===== src/sv/mm4_pkg.sv =====
`default_nettype none

package mm4_pkg;

	localparam int DATA_W = 32;
	localparam int FRAC_W = 16;
	localparam int POS_W  = 4;

	typedef logic signed [DATA_W-1:0] data_t;
	typedef logic [POS_W-1:0]         pos_t;

	typedef enum logic [1:0] {
		ST_LOAD,
		ST_ISSUE,
		ST_DRAIN
	} mm4_state_t;

	typedef struct packed {
		logic issue;
		logic first;
		logic last;
	} mm4_mac_ctl_t;

	localparam data_t SAT_MAX = {1'b0, {(DATA_W-1){1'b1}}};
	localparam data_t SAT_MIN = {1'b1, {(DATA_W-1){1'b0}}};

endpackage

`default_nettype wire


===== src/sv/mm4_load_if.sv =====
`default_nettype none

interface mm4_load_if;
	logic            valid;
	logic            ready;
	mm4_pkg::data_t  a_element;
	mm4_pkg::data_t  b_element;

	modport source (output valid, output a_element, output b_element, input ready);
	modport sink (input valid, input a_element, input b_element, output ready);
endinterface

`default_nettype wire


===== src/sv/mm4_result_if.sv =====
`default_nettype none

interface mm4_result_if;
	logic            valid;
	logic            ready;
	mm4_pkg::data_t  product_element;
	mm4_pkg::pos_t   element_position;
	logic            last_of_run;

	modport source (
		output valid, output product_element, output element_position,
		output last_of_run, input ready
	);
	modport sink (
		input valid, input product_element, input element_position,
		input last_of_run, output ready
	);
endinterface

`default_nettype wire


===== src/sv/mm4_ram.sv =====
`default_nettype none

module mm4_ram #(
	parameter int DEPTH = 16,
	parameter int AW    = 4,
	parameter int DW    = 32
) (
	input  logic          clk,
	input  logic          we,
	input  logic [AW-1:0] waddr,
	input  logic [DW-1:0] wdata,
	input  logic [AW-1:0] raddr,
	output logic [DW-1:0] rdata
);

	logic [DW-1:0] mem_q [DEPTH];

	always_ff @(posedge clk) begin
		if (we) begin
			mem_q[waddr] <= wdata;
		end
		rdata <= mem_q[raddr];
	end

endmodule

`default_nettype wire


===== src/sv/mm4_mac.sv =====
`default_nettype none

module mm4_mac #(
	parameter int DIM = 4
) (
	input  logic                 clk,
	input  logic                 arst_n,
	input  mm4_pkg::mm4_mac_ctl_t ctl,
	input  mm4_pkg::data_t       a_data,
	input  mm4_pkg::data_t       b_data,
	output logic                 done,
	output mm4_pkg::data_t       res
);

	localparam int PROD_W = 2 * mm4_pkg::DATA_W;
	localparam int ACC_W  = PROD_W + $clog2(DIM);
	localparam int TOP_LO = mm4_pkg::FRAC_W + mm4_pkg::DATA_W - 1;

	mm4_pkg::mm4_mac_ctl_t ctl_s1;
	mm4_pkg::mm4_mac_ctl_t ctl_s2;
	logic                  fin_s3;
	logic                  done_q;

	logic signed [PROD_W-1:0] prod_s2;
	logic signed [ACC_W-1:0]  acc_q;
	mm4_pkg::data_t           res_q;

	logic [ACC_W-1-TOP_LO:0]  acc_hi;
	logic                     fits;
	mm4_pkg::data_t           sat;

	// control pipeline, aligned with the registered memory data
	always_ff @(posedge clk or negedge arst_n) begin
		if (!arst_n) begin
			ctl_s1 <= '0;
			ctl_s2 <= '0;
			fin_s3 <= 1'b0;
			done_q <= 1'b0;
		end else begin
			ctl_s1 <= ctl;
			ctl_s2 <= ctl_s1;
			fin_s3 <= ctl_s2.issue & ctl_s2.last;
			if (fin_s3) begin
				done_q <= 1'b1;
			end else if (ctl.issue && ctl.first) begin
				done_q <= 1'b0;
			end
		end
	end

	always_ff @(posedge clk) begin
		prod_s2 <= PROD_W'(a_data) * PROD_W'(b_data);
		if (ctl_s2.issue) begin
			acc_q <= ctl_s2.first ? ACC_W'(prod_s2) : acc_q + ACC_W'(prod_s2);
		end
		if (fin_s3) begin
			res_q <= sat;
		end
	end

	// shift right by the fraction width, saturate to the data range
	always_comb begin
		acc_hi = acc_q[ACC_W-1:TOP_LO];
		fits   = (&acc_hi) | (~|acc_hi);
		if (fits) begin
			sat = acc_q[TOP_LO:mm4_pkg::FRAC_W];
		end else begin
			sat = acc_q[ACC_W-1] ? mm4_pkg::SAT_MIN : mm4_pkg::SAT_MAX;
		end
	end

	assign done = done_q;
	assign res  = res_q;

endmodule

`default_nettype wire


===== src/sv/matrix_multiply_4x4.sv =====
// DIM x DIM signed Q16.16 matrix multiplier. Load DIM*DIM items, each with one
// element of A and the element of B at the same place, in row-major order;
// load is ready only while loading. After the last load the block works out
// A times B one element at a time on a single 32x32 multiply-accumulate unit
// fed from two element memories, each with one write and one read port, and
// emits the elements in row-major order with last_of_run on the final one.
// For each element the unit reads and multiplies DIM pairs and sums the
// products in turn. Each element is the exact sum of DIM products shifted
// right by 16 (toward minus infinity) and saturated to 32 bits. The output
// register lets the next element compute while the previous one waits, and
// loading of the next run may begin while the final element is still waiting
// to be taken.
`default_nettype none

module matrix_multiply_4x4 #(
	parameter int DIM = 4
) (
	input  logic          clk,
	input  logic          arst_n,
	mm4_load_if.sink      load,
	mm4_result_if.source  result
);

	localparam int CELLS = DIM * DIM;
	localparam int AW    = $clog2(CELLS);
	localparam int KW    = $clog2(DIM);

	mm4_pkg::mm4_state_t   state_q;
	mm4_pkg::mm4_state_t   state_d;
	mm4_pkg::mm4_mac_ctl_t ctl;

	logic          load_ready;
	logic          load_fire;
	logic          out_fire;
	logic          capture;
	logic          elem_last;
	logic          mac_done;
	mm4_pkg::data_t mac_res;
	mm4_pkg::data_t a_rd;
	mm4_pkg::data_t b_rd;

	logic [AW-1:0] load_cnt_q;
	logic [KW-1:0] k_q;
	logic [KW-1:0] col_q;
	logic [AW-1:0] elem_q;
	logic [AW-1:0] a_base_q;
	logic [AW-1:0] a_addr_q;
	logic [AW-1:0] b_addr_q;

	logic           res_valid_q;
	mm4_pkg::data_t res_data_q;
	mm4_pkg::pos_t  res_pos_q;
	logic           res_last_q;

	assign load_fire = load.valid & load_ready;
	assign out_fire  = res_valid_q & result.ready;
	assign elem_last = (elem_q == AW'(CELLS - 1));

	mm4_ram #(.DEPTH(CELLS), .AW(AW), .DW(mm4_pkg::DATA_W)) u_left (
		.clk   (clk),
		.we    (load_fire),
		.waddr (load_cnt_q),
		.wdata (load.a_element),
		.raddr (a_addr_q),
		.rdata (a_rd)
	);

	mm4_ram #(.DEPTH(CELLS), .AW(AW), .DW(mm4_pkg::DATA_W)) u_right (
		.clk   (clk),
		.we    (load_fire),
		.waddr (load_cnt_q),
		.wdata (load.b_element),
		.raddr (b_addr_q),
		.rdata (b_rd)
	);

	mm4_mac #(.DIM(DIM)) u_mac (
		.clk    (clk),
		.arst_n (arst_n),
		.ctl    (ctl),
		.a_data (a_rd),
		.b_data (b_rd),
		.done   (mac_done),
		.res    (mac_res)
	);

	always_ff @(posedge clk or negedge arst_n) begin
		if (!arst_n) begin
			state_q <= mm4_pkg::ST_LOAD;
		end else begin
			state_q <= state_d;
		end
	end

	always_comb begin
		state_d    = state_q;
		load_ready = 1'b0;
		ctl        = '0;
		capture    = 1'b0;
		unique case (state_q)
			mm4_pkg::ST_LOAD: begin
				load_ready = 1'b1;
				if (load.valid && load_cnt_q == AW'(CELLS - 1)) begin
					state_d = mm4_pkg::ST_ISSUE;
				end
			end
			mm4_pkg::ST_ISSUE: begin
				ctl.issue = 1'b1;
				ctl.first = (k_q == '0);
				ctl.last  = (k_q == KW'(DIM - 1));
				if (ctl.last) begin
					state_d = mm4_pkg::ST_DRAIN;
				end
			end
			mm4_pkg::ST_DRAIN: begin
				if (mac_done && (!res_valid_q || result.ready)) begin
					capture = 1'b1;
					state_d = elem_last ? mm4_pkg::ST_LOAD : mm4_pkg::ST_ISSUE;
				end
			end
			default: begin
				state_d = mm4_pkg::ST_LOAD;
			end
		endcase
	end

	// load count, read address walk and result valid flag
	always_ff @(posedge clk or negedge arst_n) begin
		if (!arst_n) begin
			load_cnt_q  <= '0;
			k_q         <= '0;
			col_q       <= '0;
			elem_q      <= '0;
			a_base_q    <= '0;
			a_addr_q    <= '0;
			b_addr_q    <= '0;
			res_valid_q <= 1'b0;
		end else begin
			if (load_fire) begin
				load_cnt_q <= (load_cnt_q == AW'(CELLS - 1)) ? '0 : load_cnt_q + AW'(1);
			end
			if (ctl.issue) begin
				if (ctl.last) begin
					k_q <= '0;
				end else begin
					k_q      <= k_q + KW'(1);
					a_addr_q <= a_addr_q + AW'(1);
					b_addr_q <= b_addr_q + AW'(DIM);
				end
			end
			if (capture) begin
				if (elem_last) begin
					elem_q   <= '0;
					col_q    <= '0;
					a_base_q <= '0;
					a_addr_q <= '0;
					b_addr_q <= '0;
				end else begin
					elem_q <= elem_q + AW'(1);
					if (col_q == KW'(DIM - 1)) begin
						col_q    <= '0;
						a_base_q <= a_base_q + AW'(DIM);
						a_addr_q <= a_base_q + AW'(DIM);
						b_addr_q <= '0;
					end else begin
						col_q    <= col_q + KW'(1);
						a_addr_q <= a_base_q;
						b_addr_q <= AW'(col_q) + AW'(1);
					end
				end
			end
			if (capture) begin
				res_valid_q <= 1'b1;
			end else if (out_fire) begin
				res_valid_q <= 1'b0;
			end
		end
	end

	always_ff @(posedge clk) begin
		if (capture) begin
			res_data_q <= mac_res;
			res_pos_q  <= mm4_pkg::POS_W'(elem_q);
			res_last_q <= elem_last;
		end
	end

	assign load.ready              = load_ready;
	assign result.valid            = res_valid_q;
	assign result.product_element  = res_data_q;
	assign result.element_position = res_pos_q;
	assign result.last_of_run      = res_last_q;

endmodule

`default_nettype wire


===== src/flat_wrapper.sv =====
// flat-port wrapper written by rule: the top's interface ports become plain ports
module matrix_multiply_4x4_flat 
#(
	parameter int DIM = 4
)
  (clk, arst_n, load_valid, load_a_element, load_b_element, load_ready, result_valid, result_product_element, result_element_position, result_last_of_run, result_ready);
  mm4_load_if load_i ();
  mm4_result_if result_i ();
  input  logic clk;
  input  logic arst_n;
  input wire logic [$bits(load_i.valid)-1:0] load_valid;
  input wire logic [$bits(load_i.a_element)-1:0] load_a_element;
  input wire logic [$bits(load_i.b_element)-1:0] load_b_element;
  output wire logic [$bits(load_i.ready)-1:0] load_ready;
  output wire logic [$bits(result_i.valid)-1:0] result_valid;
  output wire logic [$bits(result_i.product_element)-1:0] result_product_element;
  output wire logic [$bits(result_i.element_position)-1:0] result_element_position;
  output wire logic [$bits(result_i.last_of_run)-1:0] result_last_of_run;
  input wire logic [$bits(result_i.ready)-1:0] result_ready;
  assign load_i.valid = load_valid;
  assign load_i.a_element = load_a_element;
  assign load_i.b_element = load_b_element;
  assign load_ready = load_i.ready;
  assign result_valid = result_i.valid;
  assign result_product_element = result_i.product_element;
  assign result_element_position = result_i.element_position;
  assign result_last_of_run = result_i.last_of_run;
  assign result_i.ready = result_ready;
  matrix_multiply_4x4 #(.DIM(DIM)) u_core (.clk(clk), .arst_n(arst_n), .load(load_i), .result(result_i));
endmodule

===== config.mk =====
export PLATFORM = sky130hd
export DESIGN_NAME = matrix_multiply_4x4_flat
export DESIGN_NICKNAME = d
export VERILOG_FILES = /design/src/sv/mm4_pkg.sv /design/src/sv/mm4_load_if.sv /design/src/sv/mm4_result_if.sv /design/src/sv/mm4_ram.sv /design/src/sv/mm4_mac.sv /design/src/sv/matrix_multiply_4x4.sv /design/src/flat_wrapper.sv
export SDC_FILE = /design/constraint.sdc
export NUM_CORES = 2
export LEC_CHECK = 0
export BUFFER_PORTS_ARGS = -buffer_cell sky130_fd_sc_hd__buf_2
export CAP_MARGIN = 20
export CORE_MARGIN = 5
export CORE_UTILIZATION = 60
export CTS_BUF_LIST = sky130_fd_sc_hd__clkbuf_4
export DETAILED_ROUTE_END_ITERATION = 8
export PLACE_DENSITY = 0.75
export SLEW_MARGIN = 20
export SYNTH_ARGS = -nofsm -noshare
export SYNTH_HDL_FRONTEND = slang
export SYNTH_SLANG_ARGS = --single-unit

===== constraint.sdc =====
create_clock -name clk -period 23.5 [get_ports clk]
set_input_delay 0 -clock clk [delete_from_list [all_inputs] [get_ports clk]]
set_output_delay 0 -clock clk [all_outputs]
set_load 0.02 [all_outputs]

### Yosys cells after proc, flatten, opt, wreduce, memory -nomap -nowiden

Memory sizes are Yosys's and may differ from the RTL's. A register that Yosys moved wholly into a read port is not among the register bits.
Index checks and enable logic that the tools add are counted.

| word-level totals | value |
|---|---|
| flip-flop bits (word level) | 234 |
| memory bits (writable) | 1024 |
| input port bits | 68 |
| output and inout bits | 39 |
| word-level logic and storage cells | 97 |
| memories kept | 2 |

| cells by class | value |
|---|---|
| add/sub/neg operators | 9 |
| multiply operators | 1 |
| equality and inequality tests | 10 |
| muxes and demuxes | 33 |
| bitwise logic cells | 4 |
| reduce and logical (&&, ||, !) cells | 15 |

Memory list:

| memory | words | bits a word | rd ports | clocked after Yosys merged registers in | wr ports | RTL line | RTL |
|---|---|---|---|---|---|---|---|
| u_core.u_left.mem_q | 16 | 32 | 1 | 1 | 1 | mm4_ram.sv:16 | `logic [DW-1:0] mem_q [DEPTH];` |
| u_core.u_right.mem_q | 16 | 32 | 1 | 1 | 1 | mm4_ram.sv:16 |  |

Operators by type and width:

| cell | count |
|---|---|
| $add A66 B64 Y66 | 1 |
| $mux W66 | 1 |
| $mul A32 B32 Y64 | 1 |
| $mux W32 | 2 |
| $mux W4 | 12 |
| $reduce_and A19 Y1 | 1 |
| $reduce_or A19 Y1 | 1 |
| $add A4 B1 Y4 const B | 3 |
| $mux W2 | 6 |
| $mux W1 | 10 |
| $add A4 B3 Y4 const B | 2 |
| $eq A4 B4 Y1 const B | 2 |
| $ne A2 B1 Y1 const B | 4 |
| $eq A2 B2 Y1 const B | 3 |
| $pmux W2 S3 | 1 |
| $reduce_bool A2 Y1 | 3 |
| $add A2 B1 Y2 const B | 2 |
| $logic_not A2 Y1 | 2 |
| $add A2 B1 Y3 const B | 1 |
| $and A1 B1 Y1 | 3 |
| $logic_and A1 B1 Y1 | 3 |
| $mux W3 | 1 |
| $reduce_and A3 Y1 | 1 |
| $eq A2 B1 Y1 const B | 1 |
| other kinds (4) | 5 |

### Logic depth before layout (Yosys ltp)

| logic depth | value |
|---|---|
| depth after elaboration | 7 |
| depth in mapped cells | 28 |
| gate-level depth less buffers | 26 |

### Modules after synthesis

From an unflattened synthesis, not the netlist that was laid out.

| unflattened totals | value |
|---|---|
| cell total of the unflattened synthesis | 6662 |
| area total of the unflattened synthesis | 87646.6 µm² |

By module, submodules not included:

| module | instances | cells each | area each (µm²) | sequential area each (µm²) |
|---|---|---|---|---|
| mm4_mac | 1 | 4833 | 45563.7 | 4424.2 |
| mm4_ram (u_core.u_right) | 1 | 838 | 19854.0 | 16015.4 |
| mm4_ram (u_core.u_left) | 1 | 838 | 19836.5 | 16015.4 |
| matrix_multiply_4x4 | 1 | 153 | 2392.3 | 1786.7 |

### Worst setup path before layout

Ideal clock, no wire load.

| timing | value |
|---|---|
| path kind | reg-to-reg |
| from | register u_core.u_left.rdata[31] (read register of u_core.u_left.mem_q) |
| to | register u_core.u_mac.prod_s2[61] |
| setup time | 0.091 ns |
| data arrival time | 7.908 ns |
| data required time | 23.409 ns |
| slack | 15.501 ns |
| cell stages (with the launch flop) | 27 |
| buffers on the path | 2 |
| clock period less this slack | 7.999 ns |
| path through | dfxtp_1 -> clkbuf_1 -> nand2_1 -> inv_1 -> fa_1 -> fa_1 -> fa_1 -> inv_1 -> fa_1 -> inv_1 -> fa_1 -> fa_1 -> inv_1 -> fa_1 -> inv_1 -> fa_1 -> ha_1 -> clkbuf_1 -> a21o_1 -> a21o_1 -> a21o_1 -> a21o_1 -> a21oi_1 -> o21bai_1 -> a21oi_1 -> mux2_2 -> a311oi_1 |

| on the way | value |
|---|---|
| cells in the longest elaborated chain, start to end | 1 |

Ends and longest elaborated chain:

| item | RTL line | RTL |
|---|---|---|
| start: declaration | mm4_ram.sv:13 | `output logic [DW-1:0] rdata` |
| $mul A32 B32 Y64 | mm4_mac.sv:52 | `prod_s2 <= PROD_W'(a_data) * PROD_W'(b_data);` |
| end signal: assignment | mm4_mac.sv:52 |  |
| end: declaration | mm4_mac.sv:24 | `logic signed [PROD_W-1:0] prod_s2;` |

No other way between the ends.
A chain may end at the register's enable or synchronous reset.

### Worst setup path after layout

| timing | value |
|---|---|
| from | register u_core.u_right.rdata[2] (read register of u_core.u_right.mem_q) |
| to | register u_core.u_mac.prod_s2[61] |

| on the way | value |
|---|---|
| cells in the longest elaborated chain, start to end | 1 |

Ends and longest elaborated chain:

| item | RTL line |
|---|---|
| start: declaration | mm4_ram.sv:13 |
| $mul A32 B32 Y64 | mm4_mac.sv:52 |

No other way between the ends.

==> flow_metrics.env <==
export IMPL_syn_inst=6526
export IMPL_drt_vias_per_instance=5.85
export IMPL_first_pass_iters=5
export IMPL_htreeDepth=5
export IMPL_globalplace_congestion=0.895
export IMPL_drc_errors=0
export IMPL_crit_buf_inv=6
export IMPL_ant_nets=0
export IMPL_cts_clk_slew_worst_paths_ps=60
export IMPL_grtUsageTotal_pct=27.4
export IMPL_wl_per_cell_um=22.6
export IMPL_rr_startpoint="u_core.u_right.rdata[2]"
export IMPL_hold_viol=0
export IMPL_crit_required_ps=24590
export IMPL_synth_most_common_cell="edfxtp_1"
export IMPL_crit_type="reg -> reg"
export IMPL_worstHoldPathCells=5
export IMPL_skew_ps=131
export IMPL_grt_pass1_wl_mm=324
export IMPL_crit_top_cell="fa_1"
export IMPL_fillers=10300
export IMPL_cp_num_cells=25
export IMPL_nNetsFinal=8272
export IMPL_vias=52800
export IMPL_synth_largest_area_cell="edfxtp_1"
export IMPL_grt_overflow_total=0
export IMPL_fin_tns_setup_ps=0
export IMPL_netlist_area_um2=87900
export IMPL_grt_pass1_vias=57200
export IMPL_maxSlewHeadroom_pct=26.2
export IMPL_synth_area_leaders="edfxtp_1 40%, fa_1 25%, mux4_2 8.2%"
export IMPL_start_util_pct=60.4
export IMPL_core_um2=146000
export IMPL_fin_crit_ps=8580
export IMPL_cp_top_family="adder cells"
export IMPL_io_pins=107
export IMPL_startpoint="u_core.u_right.rdata[2]"
export IMPL_rsz0062_at_grt="no"
export IMPL_syn_nets=7935
export IMPL_fmax_ghz=0.117
export IMPL_ff2ff_path_depth=25
export IMPL_cts_sinks=1322
export IMPL_ctsResizeCount=0
export IMPL_fin_crit_sh_pct=36.5
export IMPL_ys_warn_count=0
export IMPL_die_h_um=393
export IMPL_drtIter0Drc=4358
export IMPL_outcome="complete, no violations"
export IMPL_synth_edf_count=1159
export IMPL_area_delta_synth_final_pct=9.28
export IMPL_clkLatencyLatePin_ps=1300
export IMPL_crit_fanout=32
export IMPL_drt_total_wl_mm=204
export IMPL_worst_pin_slew_ps=1100
export IMPL_numPortBuffers=106
export IMPL_cp_start_kind="flip-flop"
export IMPL_cts_buffer_depth=4
export IMPL_yosys_most_used_dff="edfxtp_1"
export IMPL_ys_types=84
export IMPL_hp_class="in -> reg"
export IMPL_synth_avg_cell_area_um2=13.5
export IMPL_seq_area_frac_synth_pct=43.5
export IMPL_cp_arrival_ps=9670
export IMPL_holdCritStartpoint="result_ready"
export IMPL_synth_top_area_share_pct=39.6
export IMPL_synth_seq_cells=1322
export IMPL_end_kind="flip-flop"
export IMPL_hpwlAfterDp_mm=137
export IMPL_die_area_um2=154000
export IMPL_slew_viol_final=0
export IMPL_die_w_um=393
export IMPL_setup_viol=0
export IMPL_slowest_stage="fa_1"
export IMPL_layout_drive_gt1_share_pct=16.0
export IMPL_numCtsBuffers=338
export IMPL_cts_tree="built"
export IMPL_drv_cap=0
export IMPL_antenna_found_initial=12
export IMPL_clockRootBuffer="clkbuf_4"
export IMPL_post_cts_setup_buffers=0
export IMPL_synth_common_cells="1,159 x edfxtp_1, 1,083 x fa_1, 982 x inv_1, 642 x nand2_1, 540 x and2_1"
export IMPL_num_rows=140
export IMPL_grt_max_degree=70
export IMPL_synthArstFlopShare_pct=2.65
export IMPL_cpPeakStageDelay_ps=930
## cell usage in the layout, fill, tap and decap left out, drive strengths merged, types with 128 or more instances in the layout
master          n
buf           202
nand2         642
dlygate4sd3   135
and2          540
mux4          320
clkbuf        507
a21oi         154
ha            258
edfxtp       1159
inv           986
fa           1083
dfxtp         128
## what timing repair did
item                                    CTS  global route
endpoints found under the hold margin  1447             0
setup endpoints to repair                 0             0
hold buffers                            136             0
## flip-flops by register name (all words and copies together), names as in the netlist, 2 cells and up
signal / cells
u_core.u_mac.prod_s2: 64
u_core.a_addr_q: 4
u_core.u_right.mem_q: 512
u_core.a_base_q: 4
u_core.elem_q: 4
u_core.result.element_position: 4
u_core.u_mac.res: 32
u_core.u_left.mem_q: 512
u_core.result.product_element: 32
u_core.col_q: 2
u_core.u_mac.ctl_s1: 3
u_core.u_left.rdata: 32
u_core.load_cnt_q: 4
u_core.u_right.rdata: 32
u_core.u_mac.acc_q: 66
u_core.b_addr_q: 4
u_core.state_q: 2
u_core.u_mac.ctl_s2: 3
u_core.k_q: 2
## area by class of cell
| class | count | area, um^2 | share of cell area [%] |
|---|---|---|---|
| multi-input cells | 3881 | 44800 | 46.6 |
| flip-flops and latches | 1322 | 38300 | 39.8 |
| clock buffers | 507 | 3810 | 3.96 |
| inverters | 983 | 3690 | 3.84 |
| repair buffers | 337 | 2640 | 2.74 |
| well taps | 1917 | 2400 | 2.50 |
| clock inverters | 69 | 457 | 0.475 |
| diodes | 14 | 35.0 | 0.0365 |
## path summary, 6_finish.rpt
check                                           endpoint  slack, ps
min in group asynchronous             u_core.b_addr_q[2]        390
worst min register to register    u_core.u_mac.ctl_s2[2]        350
max in group asynchronous         u_core.u_mac.ctl_s2[1]      22820
worst max register to register  u_core.u_mac.prod_s2[61]      14920
worst min-delay path                 u_core.result.valid        270
worst max-delay path            u_core.u_mac.prod_s2[61]      14920
## cells by family after synthesis
group,share of synthesized area [%]
and+or+nand+nor,8.59
adders and majority gates,28.3
muxes,8.33
DFF,43.5
buffers and inverters,5.66
xor gates and xnor gates,1.23
AOI/OAI and AO/OA,4.36
## routing by layer
layer	GRT usage [%]	wire length (um)	part of all wire (%)	vias to the layer above
li1	-	-	-	22800
met1	38.0	82100	40	27100
met2	43.7	97000	48	2491
met3	7.15	19300	9.5	389
met4	7.89	5200	2.6	8
met5	0	54	0.027	-
## worst reg2reg max path: cells and delay by family (launching register included)
family | cells | cell delay [ps]
AO/OA/AOI/OAI | 8 | 1450
adder cells (fa/ha/maj) | 9 | 4900
buffers and inverters | 6 | 1310
flip-flops | 1 | 310
multiplexers | 1 | 370
AND/OR/NAND/NOR | 1 | 190
## metrics by stage
stage                     hold slack [ps]  cells  setup slack (ps)  util [%]  area [um^2]
final                                 272   9030             14920      66.0        96100
after global routing                  202   9026             14450      66.0        96100
after CTS                             121   9015             14930      65.9        96000
after global placement                137   8303             14990      62.1        90400
after detailed placement              143   8303             14880      62.1        90400
after floorplan                      -296   6526             15500         -        87900
Power is not shown: default switching activity piles up to over one toggle a cycle in this logic, so the estimate is an artifact.
